==> config.mk <==
export PLATFORM = sky130hd
export DESIGN_NAME = tcce_front
export DESIGN_NICKNAME = d
export VERILOG_FILES = /design/src/sv/tcce_pkg.sv /design/src/sv/tcce_front.sv
export SDC_FILE = /design/constraint.sdc
export NUM_CORES = 1
export LEC_CHECK = 0
export ABC_AREA = 1
export BUFFER_PORTS_ARGS = -buffer_cell sky130_fd_sc_hd__buf_2
export CORE_MARGIN = 2
export CORE_UTILIZATION = 25
export DETAILED_ROUTE_END_ITERATION = 8
export MAX_ROUTING_LAYER = met4
export PLACE_DENSITY = 0.78
export SYNTH_ARGS = -nofsm -noshare
export SYNTH_HDL_FRONTEND = slang
export SYNTH_SLANG_ARGS = --single-unit
export TNS_END_PERCENT = 50
==> constraint.sdc <==
create_clock -name vclk -period 0.8
set_input_delay 0.12 -clock vclk [all_inputs]
set_output_delay 0.12 -clock vclk [all_outputs]
set_load 0.02 [all_outputs]
==> src/sv/tcce_pkg.sv <==
// Shared types and constants for the text console cursor engine.
`timescale 1ns / 1ps

package tcce_pkg;

  localparam int unsigned OP_W    = 2;
  localparam int unsigned CHAR_W  = 8;
  localparam int unsigned COL_W   = 7;
  localparam int unsigned ROW_W   = 5;
  localparam int unsigned BG_W    = 3;
  localparam int unsigned IDX_W   = 11;
  localparam int unsigned OFF_W   = 11;
  localparam int unsigned DATA_W  = 16;
  localparam int unsigned ATTR_W  = 8;
  localparam int unsigned FG_W    = 4;
  localparam int unsigned CFG_IDX_W  = 1;
  localparam int unsigned CFG_DATA_W = 4;

  localparam logic [OP_W-1:0] OP_PRINT = 2'd0;
  localparam logic [OP_W-1:0] OP_GOTO  = 2'd1;
  localparam logic [OP_W-1:0] OP_CLEAR = 2'd2;
  localparam logic [OP_W-1:0] OP_READ  = 2'd3;

  localparam logic [CHAR_W-1:0] CH_TAB     = 8'h09;
  localparam logic [CHAR_W-1:0] CH_NEWLINE = 8'h0A;
  localparam logic [CHAR_W-1:0] CH_SPACE   = 8'h20;

  localparam logic [ATTR_W-1:0] ATTR_RESET = 8'h0F;
  localparam logic [FG_W-1:0]   FG_RESET   = 4'hF;
  localparam logic [BG_W-1:0]   BG_RESET   = 3'd0;

  localparam logic [CFG_IDX_W-1:0] CFG_TEXT_COLOR = 1'b0;
  localparam logic [CFG_IDX_W-1:0] CFG_BACK_COLOR = 1'b1;

  typedef enum logic [2:0] {
    K_PRINT,
    K_TAB,
    K_NEWLINE,
    K_GOTO,
    K_CLEAR,
    K_READ
  } kind_e;

  typedef struct packed {
    kind_e               kind;
    logic [CHAR_W-1:0]   chr;
    logic [COL_W-1:0]    col;
    logic [ROW_W-1:0]    row;
    logic [ATTR_W-1:0]   fill_attr;
    logic [IDX_W-1:0]    idx;
    logic                hit;
  } cmd_t;

  typedef struct packed {
    logic empty;
    cmd_t cmd;
  } qhead_t;

  typedef struct packed {
    logic init_busy;
  } stat_t;

  typedef struct packed {
    logic [COL_W-1:0]  col;
    logic [ROW_W-1:0]  row;
    logic [OFF_W-1:0]  offset;
    logic              wrap;
    logic [DATA_W-1:0] rdata;
  } res_t;

endpackage

==> src/sv/tcce_front.sv <==
// Front end: decodes an input word into a command for the back end.
`timescale 1ns / 1ps

module tcce_front #(
  parameter int unsigned COLUMNS = 80,
  parameter int unsigned ROWS    = 25
) (
  input  logic [tcce_pkg::OP_W-1:0]   op_i,
  input  logic [tcce_pkg::CHAR_W-1:0] char_code_i,
  input  logic [tcce_pkg::COL_W-1:0]  column_i,
  input  logic [tcce_pkg::ROW_W-1:0]  row_i,
  input  logic [tcce_pkg::BG_W-1:0]   clear_background_i,
  input  logic                        use_clear_background_i,
  input  logic [tcce_pkg::IDX_W-1:0]  cell_index_i,
  input  logic [tcce_pkg::ATTR_W-1:0] attr_i,
  output tcce_pkg::cmd_t              cmd_o
);

  localparam int unsigned CELLS = COLUMNS * ROWS;

  logic goto_ok;
  logic read_ok;

  assign goto_ok = (column_i != '0) && (32'(column_i) <= COLUMNS) &&
                   (row_i != '0) && (32'(row_i) <= ROWS);
  assign read_ok = 32'(cell_index_i) < CELLS;

  always_comb begin
    cmd_o.chr       = char_code_i;
    cmd_o.col       = column_i;
    cmd_o.row       = row_i;
    cmd_o.idx       = cell_index_i;
    cmd_o.fill_attr = use_clear_background_i ?
                      {attr_i[7], clear_background_i, attr_i[3:0]} : attr_i;
    cmd_o.hit       = 1'b0;
    cmd_o.kind      = tcce_pkg::K_PRINT;
    unique case (op_i)
      tcce_pkg::OP_PRINT: begin
        if (char_code_i == tcce_pkg::CH_NEWLINE) begin
          cmd_o.kind = tcce_pkg::K_NEWLINE;
        end else if (char_code_i == tcce_pkg::CH_TAB) begin
          cmd_o.kind = tcce_pkg::K_TAB;
        end else begin
          cmd_o.kind = tcce_pkg::K_PRINT;
        end
      end
      tcce_pkg::OP_GOTO: begin
        cmd_o.kind = tcce_pkg::K_GOTO;
        cmd_o.hit  = goto_ok;
      end
      tcce_pkg::OP_CLEAR: begin
        cmd_o.kind = tcce_pkg::K_CLEAR;
      end
      tcce_pkg::OP_READ: begin
        cmd_o.kind = tcce_pkg::K_READ;
        cmd_o.hit  = read_ok;
      end
      default: begin
        cmd_o.kind = tcce_pkg::K_PRINT;
      end
    endcase
  end

endmodule

==> metrics.txt <==
Top Family by Delay on Critical Path=simple AND/OR/NAND/NOR gates; vias in the first global route=445; Tmin final=0.867 ns; leakage power total=0.416 nW; CP endpoint kind=output port; Post-CTS Setup Bufs=0; final hold violation count=0; Site Rows=15; synthesized area=472 um2; Max stage delay on crit path=0.14 ns; Worst VDD drop=0.000269 V; Post-route DRC=0; largest net degree at the start of global routing=5; maxcap violations=0; worst hold margin=0.240 ns; crit path max fanout=4; post-synth top area share=57.3%; Synth Area in Compound Gates=7.16%; Setup WS post-layout=-0.0671 ns; Mapped Avg Cell Area=6.13 um2; GRT Total Usage=8.97%; First DRT Iteration DRCs=0; Cells after DPL=137; non-filler instance count after layout=137; Setup Crit Path Kind=in2out; CP startpoint kind=input pin; wire length on met2=799 um; period utilisation layout=108%; main combinational cell family by area after synthesis=buffers and inverters; io pins=88; Setup Viol. Count Final=3; CP bufs+invs=2; Inserted Diodes=0; Pwr Total=0.000498 W; simple-gate share of the synthesized area=24.4%; Die Y=47.4 um; synth top area cells=buf_4 (57%), nor2_1 (9.5%), mux2_2 (7.2%); met1 wire length=341 um; clock buffers=0; worst path required time=0.68 ns; post-synth cell types=14; Worst path slowest cell=o21ai_2; Slew @ Worst Pin=0.135 ns; Synth area leader=buf_4; Max Fclk=1150 MHz; seq_cells=0; number of port buffers=70; Mapped Nets=122; Avg WL per Cell=9.88 um; failing checks=negative setup slack; met3 routed WL=211 um; critical path data arrival time=0.75 ns; CP Cell Sequence=buf_8 > nor2_4 > nand4_1 > o21ai_2 > buf_6; gpl congestion=0.646; Die ar.=0.00225 mm2; core area=0.00175 mm2; cell count after synthesis=77; HP Class=in2out; status=finished with violations; share of cells above drive strength 1=83.9%; vias post-DR=585; DR vias/cell=4.27; Top Metal Used=met3; placed wire-length estimate=1060 um; power density over the cells=645 mW/mm2; DRT Wirelength=1350 um; final setup TNS=-0.152 ns; Area Overhead vs Synth=63.7%; pre-CTS setup slack=-0.144 ns; # nets final=159; initial antenna violation count=0; Antenna Nets Post-Route=0; storage element area=0 um2; xor/xnor share of the synthesized area=0%; starting density of the core=27.0%; Slew Viols, Final=0; unrepaired setup endpoints after global routing=yes; Post-Synth Adder-Cell Area=0%; Slew headroom=90.9%; global-route wire length before repair=1510 um; GR Overflow Total=0; mux share of post-synthesis cell area=7.16%; Pre-antenna DRT Iters=1; Die Span X=47.4 um; synth warn=0; sequential area share after synthesis=0%
-- cell families (layout without fill, tap and decap cells) --
family,count (synthesis),count (layout)
AOI/OAI and AO/OA,6,6
buffers and inverters,41,76
muxes,3,3
and+or+nand+nor,27,27
-- power breakdown --
group	internal (W)	total [W]	switching, W
Clock	0	0	0
Sequential	0	0	0
Combinational	0.000233	0.000498	0.000265
Total	0.000233	0.000498	0.000265
-- per-stage QoR --
stage	utilization, %	cell area, um2
after CTS	38.6	673
after global routing	44.2	772
after floorplan	-	472
final	44.2	772
after detailed placement	34.1	594
after global placement	34.1	594
-- synth_stat cells, drive strengths merged --
library cell  number
mux2               3
nand4              2
nand2              8
inv                4
nand3              3
o21ai              4
nor2              14
o21bai             1
buf               36
o22ai              1
clkbuf             1
-- cells in the final DEF, fill, tap and decap left out, types with 4 or more instances in the layout --
cell type / instances
nor2_2: 4
buf_6: 14
nor2_1: 4
nand2_1: 6
nor2_4: 6
buf_2: 55
-- area by class of cell --
cell class                 instances  area [um2]
fill                             184         973
timing repair buffer              72         463
multi-input combinational         36         260
inverter                           4        17.5
tap                               25        31.3
-- what timing repair did --
item | in CTS | in global routing
hold buffers | 0 | 0
endpoints found under the hold margin | 0 | 0
setup endpoints to repair | 6 | 6
pin swaps | 11 | 12
resized for setup | 19 | 29
-- routing by layer --
layer	vias up	global-route usage, %
met2	55	21.9
li1	277	-
met5	-	-
met3	0	0.377
met4	0	0.556
met1	253	6.74
-- path summary, 6_finish.rpt --
kind	startpoint	endpoint	slack, ns	depth (start not counted)
max	op_i[1]	cmd_o[40]	-0.07	5
min	attr_i[2]	cmd_o[14]	0.24	0
No activity file was read; power rests on OpenSTA's default activity.
