===== config.mk =====
export PLATFORM = sky130hd
export DESIGN_NAME = tcce_fifo
export DESIGN_NICKNAME = d
export VERILOG_FILES = /design/src/sv/tcce_pkg.sv /design/src/sv/tcce_fifo.sv
export SDC_FILE = /design/constraint.sdc
export NUM_CORES = 1
export LEC_CHECK = 0
export BUFFER_PORTS_ARGS = -buffer_cell sky130_fd_sc_hd__buf_2
export CAP_MARGIN = 15
export CORE_MARGIN = 8
export CORE_UTILIZATION = 30
export DETAILED_ROUTE_END_ITERATION = 6
export PLACE_DENSITY = 0.61
export SLEW_MARGIN = 40
export SYNTH_ARGS = -nofsm -noshare
export SYNTH_HDL_FRONTEND = slang
export SYNTH_SLANG_ARGS = --single-unit

===== constraint.sdc =====
create_clock -name clk_i -period 2.95 [get_ports clk_i]
set_input_delay 0.295 -clock clk_i [delete_from_list [all_inputs] [get_ports clk_i]]
set_output_delay 0.295 -clock clk_i [all_outputs]
set_load 0.02 [all_outputs]

===== src/sv/tcce_pkg.sv =====
// Shared types and constants for the text console cursor engine.
`timescale 1ns / 1ps

package tcce_pkg;

  localparam int unsigned OP_W    = 2;
  localparam int unsigned CHAR_W  = 8;
  localparam int unsigned COL_W   = 7;
  localparam int unsigned ROW_W   = 5;
  localparam int unsigned BG_W    = 3;
  localparam int unsigned IDX_W   = 11;
  localparam int unsigned OFF_W   = 11;
  localparam int unsigned DATA_W  = 16;
  localparam int unsigned ATTR_W  = 8;
  localparam int unsigned FG_W    = 4;
  localparam int unsigned CFG_IDX_W  = 1;
  localparam int unsigned CFG_DATA_W = 4;

  localparam logic [OP_W-1:0] OP_PRINT = 2'd0;
  localparam logic [OP_W-1:0] OP_GOTO  = 2'd1;
  localparam logic [OP_W-1:0] OP_CLEAR = 2'd2;
  localparam logic [OP_W-1:0] OP_READ  = 2'd3;

  localparam logic [CHAR_W-1:0] CH_TAB     = 8'h09;
  localparam logic [CHAR_W-1:0] CH_NEWLINE = 8'h0A;
  localparam logic [CHAR_W-1:0] CH_SPACE   = 8'h20;

  localparam logic [ATTR_W-1:0] ATTR_RESET = 8'h0F;
  localparam logic [FG_W-1:0]   FG_RESET   = 4'hF;
  localparam logic [BG_W-1:0]   BG_RESET   = 3'd0;

  localparam logic [CFG_IDX_W-1:0] CFG_TEXT_COLOR = 1'b0;
  localparam logic [CFG_IDX_W-1:0] CFG_BACK_COLOR = 1'b1;

  typedef enum logic [2:0] {
    K_PRINT,
    K_TAB,
    K_NEWLINE,
    K_GOTO,
    K_CLEAR,
    K_READ
  } kind_e;

  typedef struct packed {
    kind_e               kind;
    logic [CHAR_W-1:0]   chr;
    logic [COL_W-1:0]    col;
    logic [ROW_W-1:0]    row;
    logic [ATTR_W-1:0]   fill_attr;
    logic [IDX_W-1:0]    idx;
    logic                hit;
  } cmd_t;

  typedef struct packed {
    logic empty;
    cmd_t cmd;
  } qhead_t;

  typedef struct packed {
    logic init_busy;
  } stat_t;

  typedef struct packed {
    logic [COL_W-1:0]  col;
    logic [ROW_W-1:0]  row;
    logic [OFF_W-1:0]  offset;
    logic              wrap;
    logic [DATA_W-1:0] rdata;
  } res_t;

endpackage


===== src/sv/tcce_fifo.sv =====
// Two-entry command queue between the front and back ends.
`timescale 1ns / 1ps

module tcce_fifo (
  input  logic            clk_i,
  input  logic            rst_ni,
  input  logic            push_i,
  input  tcce_pkg::cmd_t  cmd_i,
  output logic            full_o,
  input  logic            pop_i,
  output tcce_pkg::qhead_t head_o
);

  tcce_pkg::cmd_t ent_q [2];
  logic [1:0]     cnt_q, cnt_d;
  logic           wptr_q, rptr_q;
  logic           push_ok, pop_ok;

  assign full_o      = cnt_q == 2'd2;
  assign head_o.empty = cnt_q == 2'd0;
  assign head_o.cmd   = ent_q[rptr_q];
  assign push_ok     = push_i && !full_o;
  assign pop_ok      = pop_i && !head_o.empty;

  always_comb begin
    cnt_d = cnt_q;
    if (push_ok && !pop_ok) begin
      cnt_d = cnt_q + 2'd1;
    end else if (pop_ok && !push_ok) begin
      cnt_d = cnt_q - 2'd1;
    end
  end

  always_ff @(posedge clk_i or negedge rst_ni) begin
    if (!rst_ni) begin
      cnt_q  <= '0;
      wptr_q <= 1'b0;
      rptr_q <= 1'b0;
    end else begin
      cnt_q <= cnt_d;
      if (push_ok) begin
        wptr_q <= ~wptr_q;
      end
      if (pop_ok) begin
        rptr_q <= ~rptr_q;
      end
    end
  end

  always_ff @(posedge clk_i) begin
    if (push_ok) begin
      ent_q[wptr_q] <= cmd_i;
    end
  end

endmodule


==> results of run 1 <==
[report_power, final]
part,internal (mW),switching [mW]
logic,0.739,0.904
clock network,0.645,0.438
registers,1.75,0.112
[synthesized netlist by cell type, drive strengths merged]
cell     n  area (um2)
xor2     2        17.5
nand2    1        3.75
o21ai    1        5.00
buf      5        91.3
nand2b   1        6.26
mux2    43         631
and3     1        6.26
inv      2        7.51
ha       1        12.5
nor2     3        11.3
edfxtp  86        2580
dfrtp    4         100
xnor2    3        26.3
[cell families after synthesis]
group           after synthesis  synth area share
compound gates                1           0.00143
xor+xnor                      5            0.0125
fa+ha+maj                     1           0.00357
buf+inv                       7            0.0282
flops                        90             0.766
mux                          43             0.180
simple gates                  6           0.00786
[worst max path at each step]
stage / from / endpoint / slack [ns] / cells after the start
CTS: rptr_q$_DFFE_PN0P_ / head_o[34] / 0.89 / 3
floorplan: cnt_q[0]$_DFFE_PN0P_ / ent_q[0][0]$_DFFE_PP_ / 0.05 / 3
detailed placement: cnt_q[0]$_DFFE_PN0P_ / ent_q[1][29]$_DFFE_PP_ / 1.15 / 3
finish: rptr_q$_DFFE_PN0P_ / head_o[34] / 0.93 / 3
global route: rptr_q$_DFFE_PN0P_ / head_o[34] / 0.84 / 3
global placement: cnt_q[0]$_DFFE_PN0P_ / ent_q[1][35]$_DFFE_PP_ / 1.23 / 3
[worst max-delay path: cells and delay by family (launching register included)]
kind	cells	cell delay, ns
DFF	1	0.51
muxes	1	0.38
buffers and inverters	2	0.48
[layer usage]
layer / vias to the layer above / part of all wire / global-route usage
li1: 796 / - / -
met5: - / 0 / 0
met1: 818 / 0.39 / 0.0899
met2: 49 / 0.52 / 0.145
met4: 0 / 0.023 / 0.0580
met3: 13 / 0.071 / 0.0308
[sequential cells by signal, summed over array words and instances, names as in the netlist]
signal and cells:
cnt_q 2, rptr_q 1, wptr_q 1, ent_q 86
[cell type report]
type,instances,area [um2],share of cell area
timing repair buffer,96,520,0.118
clock buffer,9,225,0.0511
multi-input combinational,56,728,0.165
sequential,90,2680,0.609
tap,143,179,0.0406
inverter,2,7.51,0.00170
clock inverter,7,60.1,0.0136
[layout by cell type (no fill, tap or decap), types with 3 or more instances in the layout]
cell type  Yosys  layout
edfxtp_1      86      86
clkinv_1       0       3
dfrtp_1        4       3
mux2_2         4       4
clkbuf_16      0       9
buf_2          0      91
xnor2_1        3       3
mux2_4        39      39
[through the flow]
step | hold slack [ns] | utilization
2_1_floorplan | -0.000591 | -
3_3_place_gp | 0.110 | 0.360
3_5_place_dp | 0.116 | 0.360
4_1_cts | 0.132 | 0.386
5_1_grt | 0.130 | 0.386
6_report | 0.148 | 0.386
==> impl_metrics.ini, run 1 <==
[grt]
antenna_found_initial = 0
grt_pass1_wl_um = 9720
grt_max_degree = 44
grt_util_all_layers = 0.0863
grt_pass1_vias = 1916
overflow = 0

[floorplan]
die_y_um = 124
start_util = 0.307
fp.dieArea_um2 = 15400
rows = 39
dieWidth_um = 124
core-area_um2 = 11400
io_pins = 92

[finish]
final_cells = 403
area_growth_pct = 25.8
fillers = 1075
final_cell_area_um2 = 4400
fin_nets = 303
antenna_cells = 0
drive_above_1_share = 0.592

[clock_network]
path_clk_slew_ns = 0.06
tritoncts = yes
numCtsBuffers = 9
clock_latency_ns = 0.33
cts_buffer_depth = 2
cts_setup_buffers = 0
cts_hold_buf = 1
root_buffer = clkbuf_16
cts_resized = 0
cts.sinks = 90
htree_levels = 3

[yosys]
ys_ff_latch = 90
synth_cell_types = 15
ys_warn_count = 0
syn_inst = 153
syn_avg_cell_area_um2 = 22.9
syn-num-nets = 201
ys_seq_area_frac = 0.766
synth_area_um2 = 3500

[sta]
max_freq_mhz = 496
worst_slew_pin_slew_ns = 0.598
fin_crit_sh = 0.684
rsz0062_at_grt = no
fin_ws_ns = 0.932
layout_min_cycle_time_ns = 2.02
slew_violations = 0
slew_headroom = 0.601
finalSetupViolCount = 0
fin_skew_ns = 0.00816
fin_tns_setup_ns = 0
hold_viol_final = 0

[routing]
dr.first_iter.drc_count = 65
route.detailed.drc = 0
wl_um = 6390
drtPass1Iterations = 3
vias = 1676
viasPerCell = 4.16
routedWlPerCell_um = 15.9
ant_nets = 0

[placement]
pre_cts_ws_ns = 1.15
placed_cell_area_um2 = 4110
io_buffers = 91
dpl.hpwl_um = 4490
place_inst = 386
gp_congestion = 0.635

[setup_path]
reg2reg_depth = 4
reg2reg_to = ent_q[0][34]$_DFFE_PP_
crit_path_end_kind = output port
critPathMaxFanout = 14
slowest_stage = dfrtp_2
setup.worst_path.class = flop to output port
path_cells = buf_4 > mux2_2 > buf_2
regToRegSetupSlack_ns = 1.22
max_stage_delay_ns = 0.51
worstSetupStartpointType = flop
crit_arrival_ns = 1.72
worstPathRequired_ns = 2.65
reg2reg_from = cnt_q[0]$_DFFE_PN0P_

[worst_hold_path]
hold_path_startpoint = cmd_i[42]
holdPathEnd = ent_q[0][42]$_DFFE_PP_
hp-class = primary input to flop
hold_depth = 1

[power]
power.density_nw_per_um2 = 1040
ir_drop_v = 0.000552
leakage_nw = 1.77
finalPower_mw = 4.59

[job]
drv_cap = 0

[outcome]
outcome = finished, final reports clean
Power figures use the tool's default switching activity.
==> run 2, diff against run 1 <==
--- a/config.mk
+++ b/config.mk
@@ -5,6 +5,7 @@
 export SDC_FILE = /design/constraint.sdc
 export NUM_CORES = 1
 export LEC_CHECK = 0
+export ABC_AREA = 1
 export BUFFER_PORTS_ARGS = -buffer_cell sky130_fd_sc_hd__buf_2
 export CAP_MARGIN = 15
 export CORE_MARGIN = 8
==> constraint.sdc (replaced) <==
create_clock -name clk_i -period 1.78 [get_ports clk_i]
set_input_delay 0.178 -clock clk_i [delete_from_list [all_inputs] [get_ports clk_i]]
set_output_delay 0.178 -clock clk_i [all_outputs]
set_load 0.02 [all_outputs]
==> run 2 against run 1 <==
  * Sequential share of layout area down 1.6 points
  * Clock skew up 0.0021 ns
  * Cell count up 31%
  * Largest cell class unchanged
==> impl_metrics.ini, run 2 <==
[floorplan]
rows = 38
start_util = 0.309
die_y_um = 122
core-area_um2 = 10900
io_pins = 92
fp.dieArea_um2 = 14800
dieWidth_um = 122

[setup_path]
max_stage_delay_ns = 0.45
path_cells = inv_6 > nand2_1 > nand2_1 > buf_2
crit_path_end_kind = output port
slowest_stage = dfrtp_2
critPathMaxFanout = 44
setup.worst_path.class = flop to output port
cpLargestDelayFamily = flip-flops
worstSetupStartpointType = flop
worstPathRequired_ns = 1.60
crit_arrival_ns = 1.42
cpMostUsedCell = nand2_1
crit_buf_inv = 2

[yosys]
synth_cell_types = 15
synth_top_area_frac = 0.768
syn_inst = 256
async_reset_ff_frac = 0.0444
ys_warn_count = 0
yosysMostFrequentCell = nand2_1
syn-num-nets = 304
syn_avg_cell_area_um2 = 13.1
ys_ff_latch = 90
ys_seq_area_frac = 0.798
netlist_top_cells_area = edfxtp_1, nand2_1, dfrtp_1
yosys.area.top_type = edfxtp_1
synthFlopType = edfxtp_1
synth_edf_count = 86
synth_area_um2 = 3360
yosys-top-cells-count = nand2_1, edfxtp_1, inv_1

[routing]
vias = 2241
routedWlPerCell_um = 13.6
viasPerCell = 4.24
drtPass1Iterations = 4
dr.first_iter.drc_count = 105
wl_um = 7160
ant_nets = 0
route.detailed.drc = 0

[finish]
multi_input_area_um2 = 603
area_growth_pct = 34.5
fillers = 1029
fin_nets = 431
final-seq-area_um2 = 2680
antenna_cells = 0
final_cell_mix = nand2_1, buf_2, edfxtp_1
final_common_cell = nand2_1
top_register = ent_q
final_cells = 528
largest_reg_flops = 86
drive_above_1_share = 0.307
largest_registers = ent_q (86), cnt_q (2)

[power]
p_sw_mw = 2.80
seqPwrFrac = 0.421
ir_drop_v = 0.000716
power.density_nw_per_um2 = 1590
leakage_nw = 1.94
switching_share = 0.388
pwr-share-clk = 0.193
finalPower_mw = 7.20
comb_power_share = 0.387
internal_power_mw = 4.40

[sta]
max_freq_mhz = 625
fin_skew_ns = 0.0102
fin_crit_sh = 0.899
hold_viol_final = 0
slew_headroom = 0.706
finalSetupViolCount = 0
rsz0062_at_grt = no
worst_slew_pin_slew_ns = 0.437
fin_tns_setup_ns = 0
slew_violations = 0
layout_min_cycle_time_ns = 1.60

[grt]
antenna_found_initial = 0
grt.busiest_layer = met2
grt_use_met3 = 0.0342
grt_pass1_vias = 2351
overflow = 0
grt_use_met1 = 0.101
use_met2 = 0.176
grt_pass1_wl_um = 11200
grt_util_all_layers = 0.0977
grt_max_degree = 45

[clock_network]
root_buffer = clkbuf_8
numCtsBuffers = 9
cts_buffer_depth = 2
cts.sinks = 90
clock_latency_ns = 0.35
htree_levels = 3
path_clk_slew_ns = 0.09
tritoncts = yes

[outcome]
outcome = finished, final reports clean

[placement]
dpl.hpwl_um = 4690
place_inst = 483
io_buffers = 91
gp_congestion = 0.725

[job]
drv_cap = 0

[worst_hold_path]
hp-class = primary input to flop
[run 2: cell types whose count changed after synthesis, sizes merged, moves of 2 or more]
cell   previous run  this run
xor2              2         0
nand2             1       138
mux2             43         0
buf               5         9
xnor2             3         1
inv               2         8
[run 2: timing repair]
action / in CTS / in global routing
setup endpoints to repair: 0 / 41
hold buffers: 17 / 12
buffers inserted: 0 / 0
hold endpoints to repair: 34 / 23
resized for setup: 0 / 1
[run 2: final timing paths]
check | depth (start not counted) | end | slack (ns) | from
worst max register to register | 3 | ent_q[1][33]$_DFFE_PP_ | 0.29 | cnt_q[0]$_DFFE_PN0P_
min in group asynchronous | 2 | cnt_q[1]$_DFFE_PN0P_ | 0.15 | rst_ni
worst min register to register | 2 | wptr_q$_DFFE_PN0P_ | 0.49 | wptr_q$_DFFE_PN0P_
worst max-delay path | 4 | head_o[34] | 0.18 | rptr_q$_DFFE_PN0P_
worst min-delay path | 1 | ent_q[0][8]$_DFFE_PP_ | 0.02 | cmd_i[8]
max in group asynchronous | 2 | rptr_q$_DFFE_PN0P_ | 1.48 | rst_ni
[run 2: routing by layer]
metal | share of wire | up-vias
met5 | 0 | -
met4 | 0.013 | 0
met3 | 0.068 | 9
met2 | 0.51 | 68
met1 | 0.41 | 1058
li1 | - | 1106
[run 2: cell type report]
type                            instances  share of cell area
Sequential cell                        90               0.594
Timing Repair Buffer                  125               0.182
Multi-Input combinational cell        149               0.133
Tap cell                              140              0.0387
Clock buffer                            9              0.0274
Clock inverter                          7              0.0166
Inverter                                8             0.00858
[run 2: power groups by stage]
stage | combinational, mW | sequential (mW) | clock [mW]
after floorplan | 1.83 | 3.05 | 0
after global placement | 2.80 | 3.06 | 0
after detailed placement | 2.83 | 3.08 | 0
after CTS | 2.86 | 3.03 | 1.44
after global routing | 3.10 | 3.08 | 1.53
final | 2.78 | 3.03 | 1.39
[run 2: cell families (layout without fill, tap and decap cells)]
logic type,after synthesis,count (layout),synth area share
compound gates,2,2,0.00298
xor+xnor,1,1,0.00261
fa+ha+maj,1,1,0.00372
buf+inv,17,149,0.0268
flops,90,90,0.798
simple gates,145,145,0.166
[run 2: metrics by stage]
step	instance area, um2	hold slack (ns)	setup slack [ns]	util
after global placement	4030	-0.00640	0.353	0.370
after floorplan	3380	-0.118	0.0246	-
after CTS	4400	0.000702	0.0321	0.404
final	4520	0.0224	0.179	0.415
after detailed placement	4030	-0.00676	0.295	0.370
after global routing	4520	0.000344	0.0351	0.415
[run 2: worst register-to-register path: stages, from the launching register on]
cell,delay (ns)
dfrtp_1,0.50
o21ai_0,0.23
nor2_4,0.16
buf_12,0.27
==> run 3, diff against run 2 <==
--- a/config.mk
+++ b/config.mk
@@ -7,11 +7,11 @@
 export LEC_CHECK = 0
 export ABC_AREA = 1
 export BUFFER_PORTS_ARGS = -buffer_cell sky130_fd_sc_hd__buf_2
-export CAP_MARGIN = 15
 export CORE_MARGIN = 8
-export CORE_UTILIZATION = 30
+export CORE_UTILIZATION = 46
+export CTS_BUF_LIST = sky130_fd_sc_hd__clkbuf_8 sky130_fd_sc_hd__clkbuf_16
 export DETAILED_ROUTE_END_ITERATION = 6
-export PLACE_DENSITY = 0.61
+export PLACE_DENSITY = 0.83
 export SLEW_MARGIN = 40
 export SYNTH_ARGS = -nofsm -noshare
 export SYNTH_HDL_FRONTEND = slang
==> run 3 against run 2 <==
  * Flip-flop and latch count is the same
  * Die area shrank 31%
  * Combinational power shrank 3%
  * First-iteration DRC count grew 4.8%
  * Fmax shrank 0.28%
  * Via count shrank 5.4%
  * Critical path depth is the same
  * Critical endpoint is now head_o[11]
==> impl_metrics.ini, run 3 (synthesized netlist as in run 2, its figures left out) <==
[setup_path]
cpLargestDelayFamily = buffers and inverters
slowest_stage = dfrtp_2
path_cells = buf_4 > nand2_1 > nand2_1 > buf_2
crit_arrival_ns = 1.43
critPathMaxFanout = 26
max_stage_delay_ns = 0.41
cpMostUsedCell = nand2_1
crit_path_end_kind = output port
regToRegSetupSlack_ns = 0.23
crit_buf_inv = 2
worstSetupStartpointType = flop
setup.worst_path.class = flop to output port
worstPathRequired_ns = 1.60

[floorplan]
io_pins = 92
start_util = 0.468
rows = 31
fp.dieArea_um2 = 10300
dieWidth_um = 101
core-area_um2 = 7180
die_y_um = 101

[finish]
multi_input_area_um2 = 603
fin_nets = 404
fillers = 585
final-seq-area_um2 = 2680
area_growth_pct = 24.8
final_cell_area_um2 = 4190
drive_above_1_share = 0.327
final_cell_mix = nand2_1, buf_2, edfxtp_1
antenna_cells = 0
largest_reg_flops = 86
largest_registers = ent_q (86), cnt_q (2)
top_register = ent_q
final_common_cell = nand2_1

[routing]
ant_nets = 0
dr.first_iter.drc_count = 110
viasPerCell = 4.61
wl_um = 6510
drtPass1Iterations = 4
vias = 2119
route.detailed.drc = 0
routedWlPerCell_um = 14.2

[sta]
fin_ws_ns = 0.175
finalSetupViolCount = 0
fin_tns_setup_ns = 0
hold_viol_final = 0
fin_skew_ns = 0.00763
fin_crit_sh = 0.902
max_freq_mhz = 623
slew_violations = 0
slew_headroom = 0.708
rsz0062_at_grt = no
worst_slew_pin_slew_ns = 0.434
layout_min_cycle_time_ns = 1.61

[placement]
gp_congestion = 0.787
dpl.hpwl_um = 4550
io_buffers = 91
pre_cts_ws_ns = 0.242
placed_cell_area_um2 = 3970

[outcome]
outcome = finished, final reports clean

[grt]
antenna_found_initial = 0
grt_pass1_vias = 2216
grt_util_all_layers = 0.138
grt_max_degree = 45
grt_pass1_wl_um = 10600
overflow = 0

[clock_network]
htree_levels = 3
path_clk_slew_ns = 0.08
cts.sinks = 90
cts_setup_buffers = 0
cts_buffer_depth = 2
clock_latency_ns = 0.34
numCtsBuffers = 9
tritoncts = yes
root_buffer = clkbuf_8

[job]
drv_cap = 0

[power]
pwr-share-clk = 0.199
switching_share = 0.376
comb_power_share = 0.377
p_sw_mw = 2.69
internal_power_mw = 4.47
seqPwrFrac = 0.424
leakage_nw = 1.83
ir_drop_v = 0.000752
power.density_nw_per_um2 = 1710

[worst_hold_path]
hp-class = primary input to flop
==> run 3: cell types whose count changed in the layout (fill, tap and decap cells not counted), sizes merged <==
cell / previous run / this run
clkinvlp: 1 / 2
inv: 10 / 8
buf: 96 / 97
dlygate4sd3: 29 / 1
bufinv: 1 / 2
==> run 3: worst reg2reg max path: stages (launching register included) <==
cell	delay, ns
dfrtp_1	0.51
o21ai_0	0.24
nor2_4	0.16
buf_4	0.31
==> run 3: through the flow <==
stage | util | total power, mW | std cells | hold WS, ns
after floorplan | - | 4.88 | 256 | -0.118
after global placement | 0.554 | 5.75 | 443 | -0.00839
after detailed placement | 0.554 | 5.84 | 443 | -0.00442
after CTS | 0.584 | 7.26 | 460 | 0.00500
after global routing | 0.584 | 7.66 | 460 | 0.00298
final | 0.584 | 7.16 | 460 | 0.0230
==> run 3: what timing repair did <==
action | in CTS | in global routing
setup endpoints to repair | 0 | 20
resized for setup | 0 | 1
hold endpoints to repair | 4 | 0
hold buffers | 1 | 0
==> run 3: path summary, 6_finish.rpt <==
kind	start	to	depth (start not counted)
worst max-delay path	rptr_q$_DFFE_PN0P_	head_o[11]	4
worst min-delay path	cmd_i[7]	ent_q[1][7]$_DFFE_PP_	1
worst max register to register	cnt_q[0]$_DFFE_PN0P_	ent_q[1][34]$_DFFE_PP_	3
worst min register to register	wptr_q$_DFFE_PN0P_	wptr_q$_DFFE_PN0P_	2
max in group asynchronous	rst_ni	rptr_q$_DFFE_PN0P_	2
min in group asynchronous	rst_ni	cnt_q[0]$_DFFE_PN0P_	2
==> run 3: power by group through the flow <==
stage | combinational [mW] | sequential (mW) | clock [mW]
after global placement | 2.70 | 3.06 | 0
after detailed placement | 2.76 | 3.09 | 0
final | 2.70 | 3.04 | 1.42
after global routing | 3.04 | 3.08 | 1.53
after floorplan | 1.83 | 3.05 | 0
after CTS | 2.77 | 3.04 | 1.46
==> run 3: cell type report <==
type	count	share of cell area
Clock buffer	9	0.0295
Clock inverter	7	0.0203
Inverter	8	0.00925
Multi-Input combinational cell	149	0.144
Sequential cell	90	0.640
Tap cell	99	0.0295
Timing Repair Buffer	98	0.128
==> run 3: metal layers <==
layer | global-route usage | vias to the layer above | part of all wire
li1 | - | 1054 | -
met1 | 0.150 | 983 | 0.39
met2 | 0.242 | 74 | 0.52
met3 | 0.0440 | 8 | 0.078
met4 | 0.0561 | 0 | 0.0088
met5 | 0 | - | 0
